File: config.mk
export PLATFORM = sky130hd
export DESIGN_NAME = opcode_length_packet_deframer_core
export DESIGN_NICKNAME = d
export VERILOG_FILES = /design/src/opdf_pkg.sv /design/src/opcode_length_packet_deframer_core.sv /design/src/opdf_parser.sv /design/src/opdf_out_buf.sv
export SDC_FILE = /design/constraint.sdc
export NUM_CORES = 1
export LEC_CHECK = 0
export BUFFER_PORTS_ARGS = -buffer_cell sky130_fd_sc_hd__buf_4
export CAP_MARGIN = 5
export CORE_MARGIN = 2
export CORE_UTILIZATION = 45
export CTS_CLUSTER_DIAMETER = 80
export DETAILED_ROUTE_END_ITERATION = 16
export PLACE_DENSITY_LB_ADDON = 0.3
export SETUP_SLACK_MARGIN = 0.05
export SYNTH_ARGS = -nofsm -noshare
export SYNTH_HDL_FRONTEND = slang
export SYNTH_SLANG_ARGS = --single-unit
export TNS_END_PERCENT = 50
File: constraint.sdc
create_clock -name clock -period 5.7 [get_ports clock]
set_clock_uncertainty 0.05 [all_clocks]
set_input_delay 1.14 -clock clock [delete_from_list [all_inputs] [get_ports clock]]
set_output_delay 1.14 -clock clock [all_outputs]
set_load 0.02 [all_outputs]
File: src/opdf_pkg.sv
// Shared types and constants for the opcode/length packet deframer.
package opdf_pkg;

   // Largest packet including the four header bytes
   localparam int MAX_PACKET = 4096;
   // Payload length cap that follows from the packet size
   localparam logic [16:0] LENGTH_CAP = 17'(MAX_PACKET - 4);

   // Configuration register indexes
   localparam logic CSR_SYNC_VALUE    = 1'b0;
   localparam logic CSR_PAYLOAD_LIMIT = 1'b1;

   // Reset values of the configuration registers
   localparam logic [7:0]  SYNC_VALUE_RESET    = 8'hAA;
   localparam logic [11:0] PAYLOAD_LIMIT_RESET = 12'd4092;

   // Valid opcode range
   localparam logic [7:0] OPCODE_MIN = 8'h01;
   localparam logic [7:0] OPCODE_MAX = 8'h04;

   // One result transaction
   typedef struct packed {
      logic [2:0]  command;
      logic [11:0] payload_length;
      logic [11:0] offset;
      logic [7:0]  payload_byte;
      logic        has_data;
      logic        last;
   } result_type;

endpackage

File: src/opcode_length_packet_deframer_core.sv
// A payload byte's result is registered in the output stage before it appears on rsp_.
// Throughput: one byte per cycle when not stalled; parser state and result update together.
// A stalled result sits in a skid stage, so req_tready drops only when both slots are full.
// Reset (synchronous, active high) returns to sync hunting, empties the output stages
// and restores sync_value 0xAA and payload_limit 4092.
// Top level: stream in of received bytes, stream out of payload results.
module opcode_length_packet_deframer_core (
   input  logic        clock,
   input  logic        reset,
   input  logic        csr_we,
   input  logic        csr_index,
   input  logic [11:0] csr_wdata,
   input  logic        req_tvalid,
   output logic        req_tready,
   input  logic [7:0]  req_tdata,   // [7:0] rx_byte
   output logic        rsp_tvalid,
   input  logic        rsp_tready,
   // [2:0] command, [14:3] payload_length, [26:15] offset, [34:27] payload_byte, [39:35] zero
   output logic [39:0] rsp_tdata,
   output logic        rsp_tuser,   // [0] has_data
   output logic        rsp_tlast    // last
);

   logic                 req_accept;
   logic                 result_valid;
   logic                 buf_ready;
   opdf_pkg::result_type result;
   opdf_pkg::result_type out_data;

   assign req_tready = buf_ready;
   assign req_accept = req_tvalid && buf_ready;

   opdf_parser u_parser (
      .clock        (clock),
      .reset        (reset),
      .csr_we       (csr_we),
      .csr_index    (csr_index),
      .csr_wdata    (csr_wdata),
      .byte_valid   (req_accept),
      .rx_byte      (req_tdata),
      .result_valid (result_valid),
      .result       (result)
   );

   opdf_out_buf u_out_buf (
      .clock     (clock),
      .reset     (reset),
      .in_valid  (result_valid),
      .in_data   (result),
      .in_ready  (buf_ready),
      .out_valid (rsp_tvalid),
      .out_data  (out_data),
      .out_ready (rsp_tready)
   );

   // Pack the result transaction
   assign rsp_tdata = {5'd0, out_data.payload_byte, out_data.offset,
                       out_data.payload_length, out_data.command};
   assign rsp_tuser = out_data.has_data;
   assign rsp_tlast = out_data.last;

endmodule

File: src/opdf_parser.sv
// Deframing state machine: header parsing, payload counting and result forming.
module opdf_parser (
   input  logic                    clock,
   input  logic                    reset,
   input  logic                    csr_we,
   input  logic                    csr_index,
   input  logic [11:0]             csr_wdata,
   input  logic                    byte_valid,
   input  logic [7:0]              rx_byte,
   output logic                    result_valid,
   output opdf_pkg::result_type    result
);

   localparam logic [1:0] PH_HUNT    = 2'd0;
   localparam logic [1:0] PH_OPCODE  = 2'd1;
   localparam logic [1:0] PH_LENGTH  = 2'd2;
   localparam logic [1:0] PH_PAYLOAD = 2'd3;

   logic [7:0]  sync_value_ff;
   logic [11:0] payload_limit_ff;
   logic [1:0]  phase_ff, phase_in;
   logic        header_count_ff, header_count_in;
   logic [2:0]  opcode_ff, opcode_in;
   logic [7:0]  length_low_ff, length_low_in;
   logic [11:0] expected_ff, expected_in;
   logic [11:0] count_ff, count_in;

   logic [15:0] length_full;
   logic [15:0] limit;
   logic [12:0] count_next;
   logic        final_byte;

   // Configuration registers
   always_ff @(posedge clock) begin
      if (reset) begin
         sync_value_ff    <= opdf_pkg::SYNC_VALUE_RESET;
         payload_limit_ff <= opdf_pkg::PAYLOAD_LIMIT_RESET;
      end else if (csr_we) begin
         if (csr_index == opdf_pkg::CSR_SYNC_VALUE) begin
            sync_value_ff <= csr_wdata[7:0];
         end else begin
            payload_limit_ff <= csr_wdata;
         end
      end
   end

   // Effective limit: the smaller of the register and the packet cap
   assign limit = ({5'd0, payload_limit_ff} < opdf_pkg::LENGTH_CAP)
                  ? {4'd0, payload_limit_ff} : opdf_pkg::LENGTH_CAP[15:0];
   assign length_full = {rx_byte, length_low_ff};
   assign count_next  = {1'b0, count_ff} + 13'd1;
   assign final_byte  = count_next >= {1'b0, expected_ff};

   // Next state and result for the current byte
   always_comb begin
      phase_in        = phase_ff;
      header_count_in = header_count_ff;
      opcode_in       = opcode_ff;
      length_low_in   = length_low_ff;
      expected_in     = expected_ff;
      count_in        = count_ff;
      result_valid    = 1'b0;
      result.command        = opcode_ff;
      result.payload_length = expected_ff;
      result.offset         = count_ff;
      result.payload_byte   = rx_byte;
      result.has_data       = 1'b1;
      result.last           = final_byte;
      unique case (phase_ff)
         PH_HUNT: begin
            if (rx_byte == sync_value_ff) begin
               phase_in        = PH_OPCODE;
               header_count_in = 1'b0;
               count_in        = 12'd0;
            end
         end
         PH_OPCODE: begin
            header_count_in = 1'b0;
            if (rx_byte >= opdf_pkg::OPCODE_MIN && rx_byte <= opdf_pkg::OPCODE_MAX) begin
               opcode_in = rx_byte[2:0];
               phase_in  = PH_LENGTH;
            end else begin
               phase_in = PH_HUNT;
               count_in = 12'd0;
            end
         end
         PH_LENGTH: begin
            if (!header_count_ff) begin
               length_low_in   = rx_byte;
               header_count_in = 1'b1;
            end else begin
               header_count_in = 1'b0;
               count_in        = 12'd0;
               if (length_full > limit) begin
                  phase_in = PH_HUNT;
               end else begin
                  // limit is below 4096, so the length fits 12 bits
                  expected_in = length_full[11:0];
                  if (length_full == 16'd0) begin
                     // empty packet ends here with a data-less last result
                     result_valid          = 1'b1;
                     result.command        = opcode_ff;
                     result.payload_length = 12'd0;
                     result.offset         = 12'd0;
                     result.payload_byte   = 8'd0;
                     result.has_data       = 1'b0;
                     result.last           = 1'b1;
                     phase_in              = PH_HUNT;
                  end else begin
                     phase_in = PH_PAYLOAD;
                  end
               end
            end
         end
         PH_PAYLOAD: begin
            result_valid = 1'b1;
            if (final_byte) begin
               phase_in        = PH_HUNT;
               header_count_in = 1'b0;
               count_in        = 12'd0;
            end else begin
               count_in = count_next[11:0];
            end
         end
         default: begin
            phase_in = PH_HUNT;
         end
      endcase
      if (!byte_valid) begin
         result_valid = 1'b0;
      end
   end

   // Parser state
   always_ff @(posedge clock) begin
      if (reset) begin
         phase_ff        <= PH_HUNT;
         header_count_ff <= 1'b0;
         opcode_ff       <= 3'd0;
         length_low_ff   <= 8'd0;
         expected_ff     <= 12'd0;
         count_ff        <= 12'd0;
      end else if (byte_valid) begin
         phase_ff        <= phase_in;
         header_count_ff <= header_count_in;
         opcode_ff       <= opcode_in;
         length_low_ff   <= length_low_in;
         expected_ff     <= expected_in;
         count_ff        <= count_in;
      end
   end

endmodule

File: src/opdf_out_buf.sv
// Output register with a skid stage so the input side keeps flowing under stall.
module opdf_out_buf (
   input  logic                 clock,
   input  logic                 reset,
   input  logic                 in_valid,
   input  opdf_pkg::result_type in_data,
   output logic                 in_ready,
   output logic                 out_valid,
   output opdf_pkg::result_type out_data,
   input  logic                 out_ready
);

   logic                 main_valid_ff, main_valid_in;
   logic                 skid_valid_ff, skid_valid_in;
   opdf_pkg::result_type main_ff, main_in;
   opdf_pkg::result_type skid_ff, skid_in;
   logic                 main_pop;

   assign in_ready  = !skid_valid_ff;
   assign out_valid = main_valid_ff;
   assign out_data  = main_ff;
   assign main_pop  = main_valid_ff && out_ready;

   // Fill main first, spill to skid when main is held
   always_comb begin
      main_valid_in = main_valid_ff;
      skid_valid_in = skid_valid_ff;
      main_in       = main_ff;
      skid_in       = skid_ff;
      if (main_pop || !main_valid_ff) begin
         if (skid_valid_ff) begin
            main_in       = skid_ff;
            main_valid_in = 1'b1;
            skid_valid_in = 1'b0;
         end else if (in_valid) begin
            main_in       = in_data;
            main_valid_in = 1'b1;
         end else begin
            main_valid_in = 1'b0;
         end
      end else if (in_valid && !skid_valid_ff) begin
         skid_in       = in_data;
         skid_valid_in = 1'b1;
      end
   end

   // Control state
   always_ff @(posedge clock) begin
      if (reset) begin
         main_valid_ff <= 1'b0;
         skid_valid_ff <= 1'b0;
      end else begin
         main_valid_ff <= main_valid_in;
         skid_valid_ff <= skid_valid_in;
      end
   end

   // Payload
   always_ff @(posedge clock) begin
      main_ff <= main_in;
      skid_ff <= skid_in;
   end

endmodule

; Word-level counts from Yosys, hierarchy flattened
; Cells that the tools add are included.
[op_classes]
add_sub_neg = 1
magnitude_cmp = 5
eq_ne = 8
muxes = 30
bitwise = 4
n_reduce_logical = 21
[op_table]
columns = cell, n
row1 = two-way mux 34 bit, 4
row2 = two-way mux 37 bit, 2
row3 = two-way mux 12 bit, 5
row4 = case mux 12 bit (4 select lines), 1
row5 = greater-than comparator 16 bit, 1
row6 = zero test 16 bit, 1
row7 = "adder 12 x 1 -> 13 bit, second input constant", 1
row8 = >= comparator 13 x 12 -> 1 bit, 1
row9 = "less-than comparator 12 bit, second input constant", 1
row10 = two-way mux 2 bit, 6
row11 = AND reduction 4 bit, 3
row12 = two-way mux 1 bit, 9
row13 = AND reduction 3 bit, 3
row14 = equality test 8 bit, 1
row15 = ">= comparator 8 x 1 -> 1 bit, second input constant", 1
row16 = "less-or-equal comparator 8 x 3 -> 1 bit, second input constant", 1
row17 = case mux 2 bit (4 select lines), 1
row18 = AND reduction 2 bit, 4
row19 = "inequality test 2 x 1 -> 1 bit, second input constant", 3
row20 = "equality test 2 bit, second input constant", 2
row21 = logical AND 1 bit, 4
row22 = NOT 1 bit, 4
row23 = case mux 1 bit (4 select lines), 1
row24 = "equality test 2 x 1 -> 1 bit, second input constant", 1
row25 = 7 further kinds, 8
[totals]
register_bits = 134
inputBits = 26
output_inout_bits = 44
word_cells = 91

; Logic depth before layout (Yosys ltp)
; Gate-level depths: netlist (run 1).
[logic_depth]
depth_word = 9
ltp_mapped = 13
mapped_depth_nobuf = 12

; Modules after synthesis
; Synthesis (run 1) repeated with hierarchy kept, for this count alone.
[hier_totals]
hier_cells = 582
area_unflattened_um2 = 6483.7
[by_module_without_submodules]
columns = module, n_inst, cells_per_inst, area_per_inst_um2, seq_area_each_um2
row1 = opdf_parser, 1, 450, 3500.9, 1161.1
row2 = opdf_out_buf, 1, 125, 2935.3, 2262.2
row3 = opcode_length_packet_deframer_core, 1, 7, 47.5, 0.0

; Worst setup path before layout (run 1)
; OpenSTA, ideal clock, no wires.
[synth_path]
path_type = input to register
startpoint = input port req_tdata[4]
endpoint = register u_out_buf.skid_ff[0] (netlist name), enable pin
setup_ps = 488
t_arrival_ps = 5321
required_time_ps = 5162
path_slack_ps = -159
cell_stages = 7
n_path_buf = 0
cell_sequence = or4_4 -> nor3_2 -> nand3b_1 -> o31ai_2 -> and3_4 -> inv_2 -> a211oi_1
[synth_between]
elab_chain_cells = 8
elab_cells_between_ends = 9
cone_classes = order compare: 1 / mux: 5 / reduce/logical: 3
[synth_lines]
columns = item, line
row1 = start: declaration, opcode_length_packet_deframer_core.sv:15  ; input logic [7:0] req_tdata,
row2 = "parallel branches: the longest is 2 deep, another holds greater-than comparator 16 bit", -
row3 = two-way mux 1 bit *, opdf_parser.sv:94  ; if (length_full > limit) begin
row4 = two-way mux 1 bit *, opdf_parser.sv:88  ; if (!header_count_ff) begin
row5 = case mux 1 bit (2 select lines) *, opdf_parser.sv:69  ; unique case (phase_ff)
row6 = two-way mux 1 bit *, opdf_parser.sv:129  ; if (!byte_valid) begin
row7 = logical AND 1 bit *, opdf_out_buf.sv:41  ; end else if (in_valid && !skid_valid_ff) begin
row8 = AND reduction 2 bit (no line) *, -
row9 = end signal: assignment, opdf_out_buf.sv:61  ; skid_ff <= skid_in;
row10 = end: declaration, opdf_out_buf.sv:16  ; opdf_pkg::result_type skid_ff, skid_in;
; Mark *: on every way between the ends.
; A chain may end at the register's enable or synchronous reset.

; Worst setup path after layout (run 1)
[layout_path]
startpoint = input port req_tdata[4]
endpoint = register u_out_buf.skid_ff[30] (netlist name), enable pin
; Same word-level chain as after synthesis.

==> run_results.csv, run 1 <==
group,metric,value,unit
cts,cts_made_buffers,17,
yosys,ys_seq_area_frac,0.532,
cells_and_area,final_layout_size_suffix_gt1_frac,0.186,
timing,tns,0,ns
detailed_routing,drt-total-wl,13.4,mm
timing,rsz0062_at_grt,"false",
cts,clockRootBuffer,"clkbuf_16",
cts,clkSinkCount,134,
floorplan,initial_core_util,0.462,
setup_path,worst_ep_required_time,5.69,ns
grt,antenna_found_initial,0,
cts,cts_hold_buf,0,
yosys,netlist.area_leader.share,0.345,
cts,cts_tree,"yes",
placement,place_ws,1.29,ns
setup_path,cp-endpoint,"u_out_buf.skid_ff[30]$_DFFE_PP_",
grt,grt.total_usage,0.190,
detailed_routing,drtIter0Drc,371,
cells_and_area,fin_nets,687,
timing,max_freq,0.253,GHz
placement,dp_hpwl,9.46,mm
cts,clkLatencyLatePin,0.41,ns
yosys,yosys.area.top_type,"edfxtp_1",
yosys,syn-cell-area,6440,um^2
min_path,worstHoldPathType,"reg2reg",
cts,htree_levels,4,
floorplan,die-height,124,um
timing,period_minus_slack,3.96,ns
cells_and_area,syn2layout_area_growth,17.1,%
detailed_routing,postRouteAntennaNets,0,
timing,finalHoldViolCount,0,
cells_and_area,layout_commonest_cell,"edfxtp_1",
floorplan,die_w,124,um
setup_path,crit_path_end_kind,"flip-flop",
placement,dp.cells,797,
run_status,status,"finished, final reports clean",
yosys,synth-edff-count,74,
detailed_routing,first_pass_iters,5,
setup_path,crit_start,"req_tdata[4]",
setup_path,worst-r2r-cell-count,12,
cts,ctsResizeCount,0,
cells_and_area,fin_cells,829,
setup_path,r2r_end,"u_out_buf.skid_ff[30]$_DFFE_PP_",
floorplan,die-area,15300,um^2
setup_path,critPathArrivalTime,3.95,ns
pwr,vdd_drop_max,207,uV
timing,relSlewSlack,0.357,
yosys,synth.area.top_cells,"edfxtp_1 (35%), dfxtp_1 (19%), ha_1 (4.9%), mux2i_1 (4.2%), nand2b_1 (2.8%)",
floorplan,fp.coreArea,13900,um^2
cells_and_area,layout_common_cells,"edfxtp_1 (74), buf_4 (69), dfxtp_1 (59)",
timing,finalCritPeriodShare,0.694,
placement,gp_congestion,0.900,
timing,setup_viol,0,
run,maxCapViolCount,0,
detailed_routing,wl_per_cell,16.1,um
yosys,ys_types,53,
cts,cts_buffer_depth,2,
grt,grt_pass1_wl,22.2,mm
setup_path,path_class,"in2reg",
detailed_routing,vias_per_cell,5.42,
floorplan,io_pins,70,
pwr,cellPowerDensity,291,nW/um^2
floorplan,rows,43,
yosys,async_flop_share,0,
setup_path,worstPathMaxFanout,39,
setup_path,r2r_slack,1.85,ns
pwr,p_leak,0.00294,uW
setup_path,start_kind,"input pin",
yosys,synth_cells,595,
detailed_routing,num_vias,4490,
cts,clkTransAtPathRegs,0.06,ns
placement,io_buffers,64,
cells_and_area,fin_util,0.541,
grt,grt_max_degree,73,
yosys,ys_warn_count,0,
timing,tightest_slew,0.963,ns
timing,final_max_slew_viol_count,0,
cts,postCtsSetupRepairBufs,0,
timing,fin_ws,1.74,ns
cells_and_area,antenna_cells,0,
detailed_routing,remaining_drc_errors,0,
yosys,ys_seq_elements,134,
yosys,ys.flop_type,"edfxtp_1",
setup_path,rr_startpoint,"u_parser.payload_limit_ff[9]$_SDFFE_PP1P_",
yosys,syn_avg_cell_area,10.8,um^2
grt,gr-total-overflow,0,
grt,grt_pass1_vias,4499,
## cells by family after synthesis
logic type / count (synthesis) / share of synthesized area
AND/OR/NAND/NOR: 205 / 0.171
AO/OA/AOI/OAI: 92 / 0.104
other: 1 / 0.000583
multiplexers: 39 / 0.0630
flip-flops: 134 / 0.532
buffers and inverters: 81 / 0.0560
XOR/XNOR: 18 / 0.0245
adder cells (fa/ha/maj): 25 / 0.0486
## synthesized netlist by cell type (3+ instances only)
library cell  instances
edfxtp_1             74
dfxtp_1              60
nand2_1              46
nor2_1               39
clkbuf_1             35
inv_1                29
nand2b_1             29
mux2i_1              27
ha_1                 25
a211o_1              16
o31ai_1              16
and3_1               15
xor2_1               13
mux2_2               12
and2_1               11
nor2b_1              11
a21oi_1              10
nand3_1               9
buf_4                 8
nand4_1               8
nor3_1                7
o21ai_0               7
o211ai_1              6
o21ai_1               6
a211oi_1              5
a21o_1                5
a31oi_1               5
nand4b_1              5
nor3b_1               5
nor4_1                5
xnor2_1               5
a21boi_0              3
a22o_1                3
and4_1                3
buf_2                 3
buf_6                 3
nand3b_1              3
or3_1                 3
## sequential cells by signal (all words and copies together) (netlist names)
name / flops
u_parser.expected_ff: 12
u_out_buf.skid_ff: 37
u_parser.length_low_ff: 8
u_parser.opcode_ff: 3
u_out_buf.out_valid: 1
u_parser.sync_value_ff: 8
u_out_buf.skid_valid_ff: 1
u_parser.header_count_ff: 1
u_parser.phase_ff: 2
u_out_buf.out_data: 37
u_parser.count_ff: 12
u_parser.payload_limit_ff: 12
## final cells by class
type | instances | area (um^2)
clock buffer | 24 | 497
clock inverter | 8 | 71.3
fill | 1208 | 6400
inverter | 30 | 113
multi-input combinational | 384 | 2690
sequential | 134 | 3420
tap | 180 | 225
timing repair buffer | 69 | 518
## worst min-delay path by stage
| stage | from | endpoint | cells past startpoint |
|---|---|---|---|
| global placement | u_parser.payload_limit_ff[0]$_SDFFE_PP0P_ | u_parser.payload_limit_ff[0]$_SDFFE_PP0P_ | 2 |
| global route | u_parser.payload_limit_ff[10]$_SDFFE_PP1P_ | u_parser.payload_limit_ff[10]$_SDFFE_PP1P_ | 1 |
| finish | u_parser.payload_limit_ff[0]$_SDFFE_PP0P_ | u_parser.payload_limit_ff[0]$_SDFFE_PP0P_ | 2 |
| floorplan | u_parser.opcode_ff[0]$_SDFFE_PP0P_ | u_out_buf.skid_ff[34]$_DFFE_PP_ | 0 |
| detailed placement | u_parser.payload_limit_ff[0]$_SDFFE_PP0P_ | u_parser.payload_limit_ff[0]$_SDFFE_PP0P_ | 2 |
| CTS | u_parser.payload_limit_ff[0]$_SDFFE_PP0P_ | u_parser.payload_limit_ff[0]$_SDFFE_PP0P_ | 2 |
## critical path, stage by stage
cell and delay [ns]:
buf_4 0.13, or4_4 0.55, nor3_2 0.15, nand3b_1 0.11, o31ai_2 0.33, and3_4 0.52, inv_2 0.25, a211oi_4 0.27
buf_4 0.47
## per-layer routing
layer	vias up	routed length (um)	global-route usage
met5	-	0	0
li1	2207	-	-
met2	101	6780	0.325
met3	14	537	0.0467
met1	2168	5880	0.231
met4	0	189	0.0710
## power by group
part	leakage (uW)	internal (uW)	switching, uW
logic	0.00150	48.3	61.2
registers	0.00115	1030	16.8
clock network	0.000287	652	389
total	0.00294	1730	467
## stage by stage
| stage | hold WS [ns] | cell area, um^2 | total power [uW] |
|---|---|---|---|
| after floorplan | 0.376 | 6460 | 1130 |
| after global placement | 0.396 | 6970 | 1170 |
| after detailed placement | 0.397 | 6970 | 1170 |
| after CTS | 0.405 | 7540 | 2210 |
| after global routing | 0.437 | 7540 | 2270 |
| final | 0.402 | 7540 | 2190 |
Power figures use the tool's default switching activity.
==> run 2: changes to the inputs <==
Settings changed: ABC_AREA from default to 1.
Clock period 5.7 ns to 3.4 ns, I/O delays scaled along.
==> run_results.csv, run 2 <==
group,metric,value,unit
cts,ctsResizeCount,0,
detailed_routing,wl_per_cell,13.6,um
floorplan,die-height,123,um
pwr,cellPowerDensity,483,nW/um^2
yosys,yosysMostFrequentCell,"nand2_1",
grt,antenna_found_initial,0,
yosys,netlist.area_leader.share,0.350,
cts,clkTransAtPathRegs,0.05,ns
yosys,yosys.area.top_type,"edfxtp_1",
yosys,synth_cells,687,
timing,setup_viol,0,
run_status,status,"finished, final reports clean",
grt,use_met1,0.212,
cells_and_area,antenna_cells,0,
yosys,ys_warn_count,0,
grt,use_met2,0.298,
cells_and_area,final_layout_size_suffix_gt1_frac,0.218,
timing,rsz0062_at_grt,"false",
placement,dp_hpwl,8.96,mm
setup_path,critPathArrivalTime,3.29,ns
cells_and_area,fin_nets,790,
pwr,p_leak,0.00326,uW
cts,cts_made_buffers,17,
yosys,ys_seq_area_frac,0.539,
cells_and_area,fin_util,0.541,
yosys,ys_seq_elements,134,
min_path,worstHoldPathType,"reg2reg",
floorplan,die_w,123,um
grt,grt_pass1_wl,21.0,mm
cells_and_area,syn2layout_area_growth,17.7,%
yosys,syn-cell-area,6350,um^2
grt,grt_util_met3,0.0525,
cts,clkSinkCount,134,
timing,tightest_slew,0.698,ns
grt,grt_max_degree,72,
timing,relSlewSlack,0.535,
placement,io_buffers,64,
yosys,ys_types,44,
floorplan,io_pins,70,
grt,grt_pass1_vias,4594,
cts,htree_levels,4,
run,maxCapViolCount,0,
setup_path,crit_path_end_kind,"flip-flop",
yosys,synth-edff-count,74,
setup_path,path_class,"reg2reg",
yosys,yosys-top-cells-count,"nand2_1 (134), inv_1 (81), edfxtp_1 (74)",
pwr,total_power,3610,uW
yosys,synth.area.top_cells,"edfxtp_1 (35%), dfxtp_1 (19%), nand2_1 (7.9%), ha_1 (4.9%), inv_1 (4.8%)",
timing,max_freq,0.335,GHz
timing,finalCritPeriodShare,0.879,
timing,finalHoldViolCount,0,
cts,clockRootBuffer,"clkbuf_16",
cts,cts_buffer_depth,2,
floorplan,fp.coreArea,13800,um^2
yosys,async_flop_share,0,
grt,grt.total_usage,0.181,
pwr,vdd_drop_max,257,uV
cts,clkLatencyLatePin,0.43,ns
floorplan,rows,43,
timing,tns,0,ns
detailed_routing,drt-total-wl,12.7,mm
detailed_routing,remaining_drc_errors,0,
detailed_routing,num_vias,4621,
floorplan,initial_core_util,0.460,
detailed_routing,first_pass_iters,4,
cts,postCtsSetupRepairBufs,0,
cells_and_area,fin_area,7480,um^2
detailed_routing,drtIter0Drc,295,
floorplan,die-area,15100,um^2
detailed_routing,postRouteAntennaNets,0,
timing,period_minus_slack,2.99,ns
grt,busiest_layer,"met2",
cts,cts_tree,"yes",
cells_and_area,layout_commonest_cell,"nand2_1",
cts,cts_hold_buf,0,
placement,dpl_cell_area,6940,um^2
yosys,ys.flop_type,"edfxtp_1",
cells_and_area,n_fill_cell,1232,
cells_and_area,layout_common_cells,"nand2_1 (134), inv_1 (81), edfxtp_1 (74)",
setup_path,start_kind,"flip-flop",
setup_path,worst_ep_required_time,3.70,ns
timing,fin_ws,0.411,ns
timing,final_max_slew_viol_count,0,
yosys,syn_avg_cell_area,9.25,um^2
setup_path,worstPathMaxFanout,15,
placement,gp_congestion,0.895,
placement,place_ws,0.442,ns
detailed_routing,vias_per_cell,4.96,
grt,gr-total-overflow,0,
run 2: changes by cell type in the layout (fill, tap and decap cells not counted), moves of 12 or more:
cell	delta
nand2_1	+88
inv_1	+52
o21ai_0	+33
nand2b_1	-29
a21oi_1	+27
mux2i_1	-26
o21ai_1	+17
a211o_1	-16
o31ai_1	-16
and3_1	-14
inv_2	+13
mux2_2	-12
run 2: path summary, 6_finish.rpt:
check	slack [ns]	from	cells after the start	endpoint
max	0.41	u_parser.count_ff[0]$_SDFFE_PP0P_	15	u_parser.header_count_ff$_SDFFE_PP0P_
min	0.38	u_parser.opcode_ff[2]$_SDFFE_PP0P_	0	u_out_buf.skid_ff[36]$_DFFE_PP_
max reg2reg	0.41	u_parser.count_ff[0]$_SDFFE_PP0P_	15	u_parser.header_count_ff$_SDFFE_PP0P_
min reg2reg	0.38	u_parser.opcode_ff[2]$_SDFFE_PP0P_	0	u_out_buf.skid_ff[36]$_DFFE_PP_
run 2: metal layers:
layer | vias to the layer above | part of all wire
met1 | 2125 | 0.44
met5 | - | 0
met4 | 0 | 0.037
li1 | 2368 | -
met3 | 31 | 0.039
met2 | 97 | 0.48
run 2: cells by family after synthesis:
kind of cell | after synthesis | share of synthesized area
simple gates | 241 | 0.178
compound gates | 133 | 0.120
flops | 134 | 0.539
buf+inv | 138 | 0.0927
fa+ha+maj | 25 | 0.0492
xor+xnor | 14 | 0.0193
other cells | 1 | 0.000590
mux | 1 | 0.00158
run 2: report_power, final:
group	leakage [uW]	total (uW)	switching [uW]	internal, uW
clock network	0.000277	1660	649	1020
logic	0.00179	206	130	75.8
registers	0.00119	1740	20.1	1720
total	0.00326	3610	799	2810
run 2: worst max-delay path: stages (launching register included):
cell and delay [ns]:
dfxtp_1 0.42, ha_1 0.23, nand3_2 0.13, nor3_2 0.21, nand4_1 0.13, xor2_1 0.15, inv_1 0.07, ha_1 0.30
a21o_1 0.17, a21oi_1 0.15, nand3_1 0.14, nor2_4 0.31, nand2_1 0.17, nand2_1 0.12, nand2_1 0.06, nor2_1 0.10
run 2: final cells by class:
class                           instances  area [um^2]  area share
Sequential cell                       134         3420       0.458
Clock buffer                           24          497      0.0664
Clock inverter                          8         46.3     0.00619
Tap cell                              180          225      0.0301
Timing Repair Buffer                   69          543      0.0726
Inverter                               98          373      0.0498
Multi-Input combinational cell        419         2370       0.317
run 2: metrics by stage:
step	hold WS [ns]	std cells
floorplan	0.358	691
global placement	0.361	900
detailed placement	0.369	900
CTS	0.382	932
global route	0.398	932
finish	0.383	932
